$ cat config.mk
export PLATFORM = sky130hd
export DESIGN_NAME = multi_input_debounce_axis_tracker_core
export DESIGN_NICKNAME = d
export VERILOG_FILES = /design/src/sv/mdat_pkg.sv /design/src/sv/mdat_debounce.sv /design/src/sv/multi_input_debounce_axis_tracker_core.sv
export SDC_FILE = /design/constraint.sdc
export NUM_CORES = 1
export LEC_CHECK = 0
export BUFFER_PORTS_ARGS = -buffer_cell sky130_fd_sc_hd__buf_2
export CAP_MARGIN = 20
export CORE_MARGIN = 4
export CORE_UTILIZATION = 50
export CTS_BUF_LIST = sky130_fd_sc_hd__clkbuf_4 sky130_fd_sc_hd__clkbuf_8 sky130_fd_sc_hd__clkbuf_16
export DETAILED_ROUTE_END_ITERATION = 8
export GPL_ROUTABILITY_DRIVEN = 0
export HOLD_SLACK_MARGIN = 0.05
export PLACE_DENSITY = 0.71
export SYNTH_ARGS = -nofsm -noshare
export SYNTH_HDL_FRONTEND = slang
export SYNTH_SLANG_ARGS = --single-unit
$ cat constraint.sdc
create_clock -name clk -period 7.9 [get_ports clk]
set_input_delay 1.58 -clock clk [delete_from_list [all_inputs] [get_ports clk]]
set_output_delay 1.58 -clock clk [all_outputs]
set_load 0.03 [all_outputs]
$ cat src/sv/mdat_pkg.sv
// ----------------------------------------------------------------------------
// mdat_pkg
// Shared types and constants for the five-pin debounce and axis tracker.
// ----------------------------------------------------------------------------
package mdat_pkg;

	localparam int unsigned NUM_PINS  = 5;
	localparam int unsigned LEN_W     = 8;
	localparam int unsigned REG_IDX_W = 3;
	localparam int unsigned POS_OUT_W = 16;

	// pin slots, also the configuration register indexes
	localparam logic [REG_IDX_W-1:0] REG_TACHO   = 3'd0;
	localparam logic [REG_IDX_W-1:0] REG_TRIGGER = 3'd1;
	localparam logic [REG_IDX_W-1:0] REG_HOME    = 3'd2;
	localparam logic [REG_IDX_W-1:0] REG_LIMIT   = 3'd3;
	localparam logic [REG_IDX_W-1:0] REG_BUTTON  = 3'd4;

	localparam int unsigned PIN_TACHO   = 0;
	localparam int unsigned PIN_TRIGGER = 1;
	localparam int unsigned PIN_HOME    = 2;
	localparam int unsigned PIN_LIMIT   = 3;
	localparam int unsigned PIN_BUTTON  = 4;

	// reset lengths
	localparam logic [LEN_W-1:0] TACHO_LEN_RST = 8'd3;
	localparam logic [LEN_W-1:0] OTHER_LEN_RST = 8'd10;

	// confirmed edge of one debounce channel
	typedef struct packed {
		logic rise;
		logic fall;
	} edge_t;

endpackage

$ cat src/sv/mdat_debounce.sv
// ----------------------------------------------------------------------------
// mdat_debounce
// One pin's leading and trailing debounce counters with edge detect.
// ----------------------------------------------------------------------------
module mdat_debounce import mdat_pkg::*; (
	input  logic             clk,
	input  logic             arst_n,
	input  logic             step,
	input  logic             pin,
	input  logic [LEN_W-1:0] len,
	output edge_t            edge_det
);

	logic [LEN_W-1:0] lead_q;
	logic [LEN_W-1:0] trail_q;
	logic [LEN_W-1:0] lead_d;
	logic [LEN_W-1:0] trail_d;
	logic [LEN_W-1:0] lead_dec;
	logic [LEN_W-1:0] trail_dec;

	assign lead_dec  = lead_q - LEN_W'(1);
	assign trail_dec = trail_q - LEN_W'(1);

	always_comb begin
		lead_d        = lead_q;
		trail_d       = trail_q;
		edge_det.rise = 1'b0;
		edge_det.fall = 1'b0;
		if (pin) begin
			if (lead_q == '0) begin
				trail_d = len;
			end else begin
				lead_d = lead_dec;
				if (lead_dec == '0) begin
					trail_d       = len;
					edge_det.rise = 1'b1;
				end
			end
		end else begin
			if (trail_q == '0) begin
				lead_d = len;
			end else begin
				trail_d = trail_dec;
				if (trail_dec == '0) begin
					lead_d        = len;
					edge_det.fall = 1'b1;
				end
			end
		end
	end

	always_ff @(posedge clk or negedge arst_n) begin
		if (!arst_n) begin
			lead_q  <= '0;
			trail_q <= '0;
		end else if (step) begin
			lead_q  <= lead_d;
			trail_q <= trail_d;
		end
	end

endmodule

$ cat src/sv/multi_input_debounce_axis_tracker_core.sv
// ----------------------------------------------------------------------------
// multi_input_debounce_axis_tracker_core
// Each accepted transaction is one sample tick of five raw pins (tacho,
// trigger, home, limit, button). Every pin runs a leading and a trailing
// debounce counter reloaded from its length register; a counter that hits
// zero confirms an edge. Tacho edges move the axis position up (wrapping) or
// down (held at zero) unless power is settling; a home release with the motor
// on clears position and limit error, a limit hit sets the error. The block
// is a two-register pipeline: the input register holds the tick, one level of
// logic updates all state and fills the result register. It takes one
// transaction per cycle unless out_ready stalls it; the result register lets
// the next tick enter while a result waits. The user must write length
// registers only while the block is idle; the block does not enforce this.
// ----------------------------------------------------------------------------
module multi_input_debounce_axis_tracker_core import mdat_pkg::*; #(
	parameter int unsigned POSITION_BITS = 16
) (
	input  logic                 clk,
	input  logic                 arst_n,
	// configuration
	input  logic                 cfg_wr_en,
	input  logic [REG_IDX_W-1:0] cfg_index,
	input  logic [LEN_W-1:0]     cfg_wdata,
	// input tick
	input  logic                 in_valid,
	output logic                 in_ready,
	input  logic                 pin_tacho,
	input  logic                 pin_trigger,
	input  logic                 pin_home,
	input  logic                 pin_limit,
	input  logic                 pin_button,
	input  logic                 direction,
	input  logic                 settling,
	input  logic                 motor_on,
	input  logic                 axis_busy,
	input  logic                 readdr_active,
	// result
	output logic                 out_valid,
	input  logic                 out_ready,
	output logic [NUM_PINS-1:0]  levels,
	output logic [POS_OUT_W-1:0] axis_position,
	output logic                 tacho_edge,
	output logic                 event_tacho,
	output logic                 event_home,
	output logic                 event_zeroed,
	output logic                 event_limit,
	output logic                 event_button,
	output logic                 event_stop,
	output logic                 limit_error
);

	// length registers
	logic [LEN_W-1:0] len_q [NUM_PINS];

	always_ff @(posedge clk or negedge arst_n) begin
		if (!arst_n) begin
			len_q[PIN_TACHO]   <= TACHO_LEN_RST;
			len_q[PIN_TRIGGER] <= OTHER_LEN_RST;
			len_q[PIN_HOME]    <= OTHER_LEN_RST;
			len_q[PIN_LIMIT]   <= OTHER_LEN_RST;
			len_q[PIN_BUTTON]  <= OTHER_LEN_RST;
		end else if (cfg_wr_en) begin
			case (cfg_index)
				REG_TACHO:   len_q[PIN_TACHO]   <= cfg_wdata;
				REG_TRIGGER: len_q[PIN_TRIGGER] <= cfg_wdata;
				REG_HOME:    len_q[PIN_HOME]    <= cfg_wdata;
				REG_LIMIT:   len_q[PIN_LIMIT]   <= cfg_wdata;
				REG_BUTTON:  len_q[PIN_BUTTON]  <= cfg_wdata;
				default:     ; // unknown index, write dropped
			endcase
		end
	end

	// handshake: stage 1 moves on when the result register is free or drained
	logic valid_s1;
	logic valid_s2;
	logic adv_s1;

	assign adv_s1    = !valid_s2 || out_ready;
	assign in_ready  = !valid_s1 || adv_s1;
	assign out_valid = valid_s2;

	// input register
	logic [NUM_PINS-1:0] pins_s1;
	logic                direction_s1;
	logic                settling_s1;
	logic                motor_on_s1;
	logic                axis_busy_s1;
	logic                readdr_active_s1;

	always_ff @(posedge clk or negedge arst_n) begin
		if (!arst_n) begin
			valid_s1 <= 1'b0;
		end else if (in_ready) begin
			valid_s1 <= in_valid;
		end
	end

	always_ff @(posedge clk) begin
		if (in_valid && in_ready) begin
			pins_s1          <= {pin_button, pin_limit, pin_home, pin_trigger, pin_tacho};
			direction_s1     <= direction;
			settling_s1      <= settling;
			motor_on_s1      <= motor_on;
			axis_busy_s1     <= axis_busy;
			readdr_active_s1 <= readdr_active;
		end
	end

	// state advances once per tick, when the tick leaves stage 1
	logic step;
	assign step = valid_s1 && adv_s1;

	// debounce channels
	edge_t edges [NUM_PINS];

	for (genvar k = 0; k < NUM_PINS; k++) begin : g_pin
		mdat_debounce u_deb (
			.clk      (clk),
			.arst_n   (arst_n),
			.step     (step),
			.pin      (pins_s1[k]),
			.len      (len_q[k]),
			.edge_det (edges[k])
		);
	end

	// debounced levels; button level reads as pressed, so its sense is flipped
	logic [NUM_PINS-1:0] lvl_q;
	logic [NUM_PINS-1:0] lvl_d;

	always_comb begin
		lvl_d = lvl_q;
		for (int k = 0; k < NUM_PINS; k++) begin
			if (edges[k].rise) begin
				lvl_d[k] = (k != PIN_BUTTON);
			end else if (edges[k].fall) begin
				lvl_d[k] = (k == PIN_BUTTON);
			end
		end
	end

	// event decode
	logic t_edge;
	logic ev_tacho;
	logic ev_home;
	logic ev_zero;
	logic ev_limit;
	logic ev_button;
	logic ev_stop;
	logic do_zero;

	assign t_edge    = edges[PIN_TACHO].rise || edges[PIN_TACHO].fall;
	assign ev_tacho  = t_edge && !settling_s1;
	assign ev_home   = edges[PIN_HOME].rise;
	assign ev_zero   = edges[PIN_HOME].fall;
	assign ev_limit  = edges[PIN_LIMIT].rise;
	// button press is the trailing edge of the raw (active low) pin
	assign ev_stop   = edges[PIN_BUTTON].fall && axis_busy_s1;
	assign ev_button = edges[PIN_BUTTON].fall && !axis_busy_s1 && !readdr_active_s1;
	assign do_zero   = ev_zero && motor_on_s1;

	// position: up wraps, down holds at zero, zeroing wins over the tacho step
	logic [POSITION_BITS-1:0] pos_q;
	logic [POSITION_BITS-1:0] pos_d;
	logic                     err_q;
	logic                     err_d;

	always_comb begin
		pos_d = pos_q;
		if (ev_tacho) begin
			if (direction_s1) begin
				pos_d = pos_q + POSITION_BITS'(1);
			end else if (pos_q != '0) begin
				pos_d = pos_q - POSITION_BITS'(1);
			end
		end
		if (do_zero) begin
			pos_d = '0;
		end
	end

	// limit hit in the same tick sets the flag after zeroing cleared it
	always_comb begin
		err_d = err_q;
		if (do_zero) begin
			err_d = 1'b0;
		end
		if (ev_limit) begin
			err_d = 1'b1;
		end
	end

	always_ff @(posedge clk or negedge arst_n) begin
		if (!arst_n) begin
			lvl_q <= '0;
			pos_q <= '0;
			err_q <= 1'b0;
		end else if (step) begin
			lvl_q <= lvl_d;
			pos_q <= pos_d;
			err_q <= err_d;
		end
	end

	// low bits of the position for the result port
	logic [POS_OUT_W-1:0] pos_out;

	if (POSITION_BITS >= POS_OUT_W) begin : g_pos_trunc
		assign pos_out = pos_d[POS_OUT_W-1:0];
	end else begin : g_pos_ext
		assign pos_out = {{(POS_OUT_W-POSITION_BITS){1'b0}}, pos_d};
	end

	// result register
	logic [NUM_PINS-1:0]  levels_s2;
	logic [POS_OUT_W-1:0] pos_s2;
	logic                 t_edge_s2;
	logic                 ev_tacho_s2;
	logic                 ev_home_s2;
	logic                 ev_zero_s2;
	logic                 ev_limit_s2;
	logic                 ev_button_s2;
	logic                 ev_stop_s2;
	logic                 err_s2;

	always_ff @(posedge clk or negedge arst_n) begin
		if (!arst_n) begin
			valid_s2 <= 1'b0;
		end else if (adv_s1) begin
			valid_s2 <= valid_s1;
		end
	end

	always_ff @(posedge clk) begin
		if (step) begin
			levels_s2    <= lvl_d;
			pos_s2       <= pos_out;
			t_edge_s2    <= t_edge;
			ev_tacho_s2  <= ev_tacho;
			ev_home_s2   <= ev_home;
			ev_zero_s2   <= ev_zero;
			ev_limit_s2  <= ev_limit;
			ev_button_s2 <= ev_button;
			ev_stop_s2   <= ev_stop;
			err_s2       <= err_d;
		end
	end

	assign levels        = levels_s2;
	assign axis_position = pos_s2;
	assign tacho_edge    = t_edge_s2;
	assign event_tacho   = ev_tacho_s2;
	assign event_home    = ev_home_s2;
	assign event_zeroed  = ev_zero_s2;
	assign event_limit   = ev_limit_s2;
	assign event_button  = ev_button_s2;
	assign event_stop    = ev_stop_s2;
	assign limit_error   = err_s2;

`ifndef SYNTHESIS
	// an empty result register never blocks the input side
	a_ready_when_empty: assert property (@(posedge clk) disable iff (!arst_n)
		!valid_s2 |-> in_ready)
		else $error("input stalled with empty result register");

	// a press is either a start or a stop, never both
	a_button_excl: assert property (@(posedge clk) disable iff (!arst_n)
		out_valid |-> !(event_button && event_stop))
		else $error("button and stop events together");

	// counted tacho event needs a confirmed edge
	a_tacho_edge: assert property (@(posedge clk) disable iff (!arst_n)
		out_valid && event_tacho |-> tacho_edge)
		else $error("tacho event without tacho edge");

	// a limit hit always leaves the error flag set
	a_limit_err: assert property (@(posedge clk) disable iff (!arst_n)
		out_valid && event_limit |-> limit_error)
		else $error("limit event without error flag");
`endif

endmodule
### After elaboration in Yosys (flattened, before gate mapping)

Cells that the tools add are included.

| word-level totals | value |
|---|---|
| bits in registers | 183 |
| output and inout bits | 31 |
| logic and storage cells | 210 |

| cells by class | value |
|---|---|
| $add $sub $neg | 12 |
| equal/unequal tests | 19 |
| multiplexer cells | 86 |
| reductions and logical operators | 57 |

Operators by type and width:

| cell | count |
|---|---|
| two-way mux 8 bit | 40 |
| logical NOT 8 bit | 20 |
| subtractor 8 x 1 -> 8 bit (second input constant) | 10 |
| two-way mux 16 bit | 4 |
| two-way mux 1 bit | 42 |
| AND reduction 3 bit | 10 |
| != test 2 bit (second input constant) | 10 |
| adder 16 x 1 -> 16 bit (second input constant) | 1 |
| nonzero test 16 bit | 1 |
| subtractor 16 x 1 -> 16 bit (second input constant) | 1 |
| != test 3 x 1 -> 1 bit (second input constant) | 5 |
| nonzero test 3 bit | 5 |
| AND reduction 2 bit | 5 |
| logical AND 1 bit | 7 |
| equality test 3 x 2 -> 1 bit (second input constant) | 2 |
| logical NOT 1 bit | 5 |
| equality test 3 x 1 -> 1 bit (second input constant) | 1 |
| equality test 3 bit (second input constant) | 1 |
| logical NOT 3 bit | 1 |
| logical OR 1 bit | 3 |

### Longest topological paths before layout

Gate-level depths: netlist of the first run.

| logic depth | value |
|---|---|
| depth after elaboration | 9 |
| depth in mapped cells | 10 |

### By module

From an unflattened synthesis of the first run, not the netlist that was laid out.

| unflattened totals | value |
|---|---|
| cells, all modules | 1252 |
| area total of the unflattened synthesis | 11795.1 um2 |

By module, submodules not included:

| module | instances | cells an instance | area an instance (um2) |
|---|---|---|---|
| mdat_debounce | 5 | 174 | 1422.6 |
| multi_input_debounce_axis_tracker_core | 1 | 382 | 4682.0 |

### Worst setup path before layout of the first run

OpenSTA, ideal clock, no wires.

| timing path | value |
|---|---|
| kind | input to register |
| start | input port out_ready |
| end | register lvl_q[2] |
| library setup time | 123 ps |
| data arrival time | 3574 ps |
| data required time | 7777 ps |
| slack | 4203 ps |
| stages | 7 |
| cell sequence | nand2b_1 > nand2_1 > inv_1 > clkbuf_1 > clkbuf_1 > nand2_1 > a22o_1 |

| between the ends | value |
|---|---|
| word-level cells in the longest chain between the ends | 2 |

Ends and longest elaborated chain:

| what | line | text |
|---|---|---|
| start: declaration | multi_input_debounce_axis_tracker_core.sv:39 | `input logic out_ready,` |
| logical OR 1 bit | multi_input_debounce_axis_tracker_core.sv:79 | `assign adv_s1 = !valid_s2 \|\| out_ready;` |
| logical AND 1 bit | multi_input_debounce_axis_tracker_core.sv:112 | `assign step = valid_s1 && adv_s1;` |
| net g_pin[0].u_deb.step | mdat_debounce.sv:8 | `input logic step,` |
| end signal: assignment | multi_input_debounce_axis_tracker_core.sv:200 | `lvl_q <= lvl_d;` |
| end: declaration | multi_input_debounce_axis_tracker_core.sv:129 | `logic [NUM_PINS-1:0] lvl_q;` |

The timed path passes the listed nets, and every way through them passes these cells.
A chain may end at the register's enable or synchronous reset.

### Worst setup path after layout of the first run

| timing path | value |
|---|---|
| start | input port out_ready |
| end | register g_pin[4].u_deb.lead_q[7] |

| between the ends | value |
|---|---|
| word-level cells in the longest chain between the ends | 3 |

Ends and longest elaborated chain:

| what | line | text |
|---|---|---|
| logical OR 1 bit | multi_input_debounce_axis_tracker_core.sv:79 |  |
| logical AND 1 bit | multi_input_debounce_axis_tracker_core.sv:112 |  |
| AND reduction 3 bit (no line) | - |  |
| end signal: assignment | mdat_debounce.sv:57 | `lead_q <= lead_d;` |
| end: declaration | mdat_debounce.sv:14 | `logic [LEN_W-1:0] lead_q;` |

Every way passes these cells.

==> results of run 1 <==
==> Yosys cell counts (14+ instances only) <==
master      n
or3_1      18
edfxtp_1   39
inv_1      48
nor3_1     59
a22o_1     21
a21oi_1    50
buf_2      14
ha_1       33
o21ai_0    98
mux2_2     41
dfrtp_1   134
nand3_1    34
clkbuf_1   47
mux2i_1    16
nor2_1     91
nand2_1    83
xnor2_1    21
nor4_1     18
==> flip-flops by register name, summed over array words and instances, names as in the netlist, 5 cells and up <==
| register | count |
|---|---|
| len_q | 40 |
| pos_q | 16 |
| g_pin.u_deb.trail_q | 40 |
| levels | 5 |
| lvl_q | 5 |
| pins_s1 | 5 |
| axis_position | 16 |
| g_pin.u_deb.lead_q | 40 |
==> worst min-delay path by stage <==
stage | startpoint | end | slack [ns]
after detailed placement | err_q | err_q | 0.48
after global placement | err_q | err_q | 0.49
final | err_q | err_q | 0.51
after CTS | err_q | err_q | 0.51
after floorplan | err_q | err_q | 0.47
after global routing | err_q | err_q | 0.52
==> through the flow <==
step	cell area, µm²	util, %	instances	setup slack (ns)	hold WS, ns
2_1_floorplan	11000	-	1146	4.20	0.467
3_3_place_gp	11400	53.6	1422	3.59	0.485
3_5_place_dp	11400	53.6	1422	3.51	0.482
4_1_cts	12000	56.4	1454	3.96	0.506
5_1_grt	12000	56.5	1455	3.74	0.520
6_report	12000	56.5	1455	3.93	0.510
==> power by group <==
part	total [mW]	internal [mW]	switching [mW]
sequential	1.53	1.21	0.324
clock	0.843	0.478	0.365
combinational	1.03	0.467	0.563
total	3.40	2.15	1.25
==> logic make-up (layout without fill, tap and decap cells) <==
kind of cell | after synthesis | count (layout)
AO/OA/AOI/OAI | 315 | 315
buffers and inverters | 114 | 148
multiplexers | 57 | 57
AND/OR/NAND/NOR | 421 | 421
adder cells (fa/ha/maj) | 33 | 33
XOR/XNOR | 23 | 23
flip-flops | 183 | 183
==> worst max-delay path, stage by stage <==
cell and delay, ns:
buf_2 0.08, nand2b_1 0.13, nand2_1 0.07, buf_4 0.29
inv_2 0.13, buf_4 0.60, o21ai_1 0.17, a31oi_2 0.73
a21boi_0 0.19, a211o_1 0.26
==> routing by layer <==
| metal | global-route usage (%) | share of wire, % | routed length [µm] |
|---|---|---|---|
| met5 | 0 | 0 | 0 |
| met4 | 4.92 | 1.3 | 324 |
| met3 | 3.02 | 4.3 | 1120 |
| met2 | 35.9 | 49 | 12600 |
| met1 | 29.9 | 46 | 11700 |
==> layout make-up <==
type / instances / area, µm²
Clock buffer: 23 / 495
Clock inverter: 9 / 88.8
Fill cell: 1867 / 9260
Inverter: 49 / 184
Multi-Input combinational cell: 849 / 5740
Sequential cell: 183 / 4790
Tap cell: 275 / 344
Timing Repair Buffer: 67 / 389
==> impl_metrics.toml, run 1 <==
[global_routing]
grt_max_degree = 88
antenna_found_initial = 0
grt_pass1_vias = 8305
grt_usage_pct = 21.5
overflow = 0
grt_pass1_wl_um = 42700

[timing]
rsz0062_at_grt = "false"
relSlewSlack_pct = 31.1
setup_viol = 0
report.final.slew_viol_count = 0
tightest_slew_ns = 1.03
period_share_pct = 50.3
fin_crit_ns = 3.97
fmax_mhz = 252
hold_viol = 0
setup_tns_ns = 0
clock_skew_ns = 0.00856

[hold_path]
hold_depth = 1
hold_class = "flop to flop"

[placement]
io_buffer_count = 56
dpl.hpwl_um = 17400

[layout]
synthToLayoutAreaGrowth_pct = 9.66
drive_gt1_share_pct = 17.7
fin_nets = 1226
final_common_cell = "dfrtp_1"
n_antenna_cell = 0
mostFrequentLayoutCells = "134 x dfrtp_1, 98 x o21ai_0, 91 x nor2_1"

[floorplan]
num_rows = 53
dieArea_um2 = 24400
die_w_um = 156
chipHeight_um = 156
coreArea_um2 = 21300
num_io_pins = 57
initial_utilization_pct = 51.5

[yosys]
synth.top_cell.area_share_pct = 30.6
synthAdderAreaFrac_pct = 3.76
synth_nets = 1205
syn_area_um2 = 11000
synth_simple_gate_area_share_pct = 20.6
synthFlopType = "dfrtp_1"
ys_warn_count = 0
synth_edf_count = 39
avgSynthCellArea_um2 = 9.57
synthTopCellsByArea = "dfrtp_1 31%, edfxtp_1 11%, o21ai_0 4.5%"
post_synth_xor_area_fraction_pct = 1.84
ys_types = 90
synth_seq_cells = 183
async_flop_share_pct = 78.7
yosysTopAreaCell = "dfrtp_1"
synthCells = 1146
synth_top_family_by_area = "simple AND/OR/NAND/NOR gates"
synthMuxAreaShare_pct = 5.67
yosysSeqAreaShare_pct = 43.6
synth_compound_area_share_pct = 20.3

[clock_network]
postCtsResizedCells = 0
hold_buffers = 0
clk_latency_ns = 0.43
cts_buffers = 17
clkTransAtPathRegs_ns = 0.06
clockBufferDepth = 2
cts_tree = "yes"
clock-sinks = 183
postCtsSetupBuffers = 0
h-tree-depth = 4
ctsRootBufferMaster = "clkbuf_16"

[drt]
viasPerCell = 6.08
vias = 8846
drt_pass1_iterations = 5
first_iter_violations = 581
wl_um = 25700
wl_per_cell_um = 17.7
drcViolationCount = 0
postRouteAntennaNets = 0

[worst_setup_path]
worst-path-max-fanout = 66
crit_path_end_kind = "flop"
crit_start = "out_ready"
rr_endpoint = "pos_q[4]"
crit_required_ns = 8.21
r2r_setup_slack_ns = 4.28
worst_r2r_path_depth = 8
timing.rr.start = "g_pin[2].u_deb.trail_q[0]"
cp.arrival_ns = 4.28
start_kind = "input pin"
critPathCapture = "g_pin[4].u_deb.lead_q[7]"
crit_type = "input pin to flop"

[job]
drv_cap = 0

[pwr]
finalPower_mw = 3.40
leakage_nw = 4.82
power_density_nw_per_um2 = 283
irDropWorstVdd_mv = 0.160

[run_status]
status = "finished clean"
No activity file was read; power rests on OpenSTA's default activity.
==> run 2: changes to the inputs <==
Clock period 7.9 ns to 4 ns, I/O delays scaled along.
==> run 2 against run 1 <==
  * Wire length about the same
  * Sequential share of layout area is 0.079 points higher
  * Clock-buffer cell count is 4 lower
  * Non-clock buffer count increased by 4
  * Global-route usage fell by 0.11 points
  * Clock power is 92% higher
  * Worst hold slack got worse by 0.11 ns
  * Critical path type is now flop to flop
==> impl_metrics.toml, run 2 (same netlist as run 1, synthesis figures left out) <==
[layout]
top_regs = "g_pin.u_deb.lead_q (40), g_pin.u_deb.trail_q (40), len_q (40)"
final_common_cell = "dfrtp_1"
mostFrequentLayoutCells = "134 x dfrtp_1, 98 x o21ai_0, 91 x nor2_1"
drive_gt1_share_pct = 17.9
synthToLayoutAreaGrowth_pct = 9.44
n_antenna_cell = 0
fill_cells = 1887
multi_input_area_um2 = 5740
final-seq-area_um2 = 4790
fin_nets = 1230

[floorplan]
die_w_um = 156
dieArea_um2 = 24400
chipHeight_um = 156
num_rows = 53
coreArea_um2 = 21300
initial_utilization_pct = 51.5
num_io_pins = 57

[drt]
drcViolationCount = 0
vias = 8869
wl_um = 25700
postRouteAntennaNets = 0
drt_pass1_iterations = 5
viasPerCell = 6.08
wl_per_cell_um = 17.6
first_iter_violations = 545

[worst_setup_path]
r2r_setup_slack_ns = 0.66
crit_chain = "inv_1 -> ha_1 -> or3b_2 -> xnor2_1 -> nor4_2 -> and2_1 -> buf_4 -> o21ai_0 -> a22o_1"
worst_r2r_path_depth = 9
slowest_delay_ns = 0.52
start_kind = "flop"
path_delay_family = "simple AND/OR/NAND/NOR gates"
crit_required_ns = 4.32
rr_endpoint = "pos_q[5]"
cp_slowest_cell = "nor4_2"
cp.arrival_ns = 3.66
crit_path_end_kind = "flop"
critPathBufInv = 2
crit_type = "flop to flop"
worst-path-max-fanout = 19
timing.rr.start = "g_pin[2].u_deb.trail_q[0]"

[timing]
tightest_slew_ns = 1.00
setup_tns_ns = 0
report.final.slew_viol_count = 0
setup_viol = 0
clock_skew_ns = 0.0102
rsz0062_at_grt = "false"
relSlewSlack_pct = 33.3
hold_viol = 0
worst_slack_ns = 0.660
fin_crit_ns = 3.34
fmax_mhz = 299
period_share_pct = 83.5

[global_routing]
antenna_found_initial = 0
grt_pass1_wl_um = 42600
grt_max_degree = 84
grt_pass1_vias = 8421
overflow = 0
grt_usage_pct = 21.4

[clock_network]
clkTransAtPathRegs_ns = 0.07
hold_buffers = 0
cts_buffers = 17
clk_latency_ns = 0.44
clockBufferDepth = 2
postCtsResizedCells = 0
h-tree-depth = 4
cts_tree = "yes"
ctsRootBufferMaster = "clkbuf_16"
postCtsSetupBuffers = 0
clock-sinks = 183

[pwr]
leakage_nw = 4.82
power_density_nw_per_um2 = 554
irDropWorstVdd_mv = 0.376
finalPower_mw = 6.65

[placement]
place_ws_ns = 0.742
io_buffer_count = 56
dpl.hpwl_um = 17600

[hold_path]
hold_class = "input pin to asynchronous set/reset pin"

[job]
drv_cap = 0

[run_status]
status = "finished clean"
run 2: changes by cell type in the layout (fill, tap and decap cells not counted):
cell / delta
inv_6: +2
buf_4: +5
buf_16: -1
bufinv_16: -1
nor3b_1: +1
clkbuf_16: +1
clkbuf_8: -3
clkbuf_4: -2
nor3b_2: -1
clkinv_2: +3
run 2: report_power, final:
group | internal [mW] | switching [mW] | total [mW]
Clock | 0.854 | 0.764 | 1.62
Sequential | 2.38 | 0.627 | 3.01
Combinational | 0.920 | 1.11 | 2.03
run 2: worst register-to-register path, stage by stage (launching register included):
cell	delay, ns
dfrtp_1	0.42
inv_1	0.12
ha_1	0.24
or3b_2	0.51
xnor2_1	0.19
nor4_2	0.52
and2_1	0.48
buf_4	0.31
o21ai_0	0.14
a22o_1	0.28
run 2: per-layer routing:
| layer | track usage [%] | part of all wire, % |
|---|---|---|
| met1 | 29.6 | 47 |
| met4 | 5.95 | 1.5 |
| met5 | 0 | 0 |
| met2 | 35.0 | 47 |
| met3 | 3.50 | 4.5 |
run 2: worst max-delay path by stage:
stage / start / end / slack [ns] / cells after the start
6_report: g_pin[2].u_deb.trail_q[0] / pos_q[5] / 0.66 / 9
5_1_grt: g_pin[2].u_deb.trail_q[0] / pos_q[5] / 0.50 / 9
4_1_cts: g_pin[2].u_deb.trail_q[0] / pos_q[5] / 0.70 / 9
3_5_place_dp: g_pin[2].u_deb.trail_q[0] / pos_q[8] / 0.74 / 9
3_3_place_gp: g_pin[2].u_deb.trail_q[0] / pos_q[12] / 0.85 / 9
2_1_floorplan: out_ready / lvl_q[2] / 1.08 / 7
run 2: stage by stage:
step	utilization (%)	hold WS, ns	cell area, µm²	instances
floorplan	-	0.467	11000	1146
global placement	53.8	0.487	11500	1427
detailed placement	53.8	0.483	11500	1427
CTS	56.4	0.448	12000	1459
global route	56.4	0.479	12000	1459
finish	56.4	0.400	12000	1459
run 2: layout make-up:
cell class / count / area share (%)
inverters: 49 / 1.53
well taps: 275 / 2.87
multi-input cells: 849 / 47.8
clock inverters: 13 / 0.761
flip-flops and latches: 183 / 39.9
clock buffers: 19 / 3.87
repair buffers: 71 / 3.32
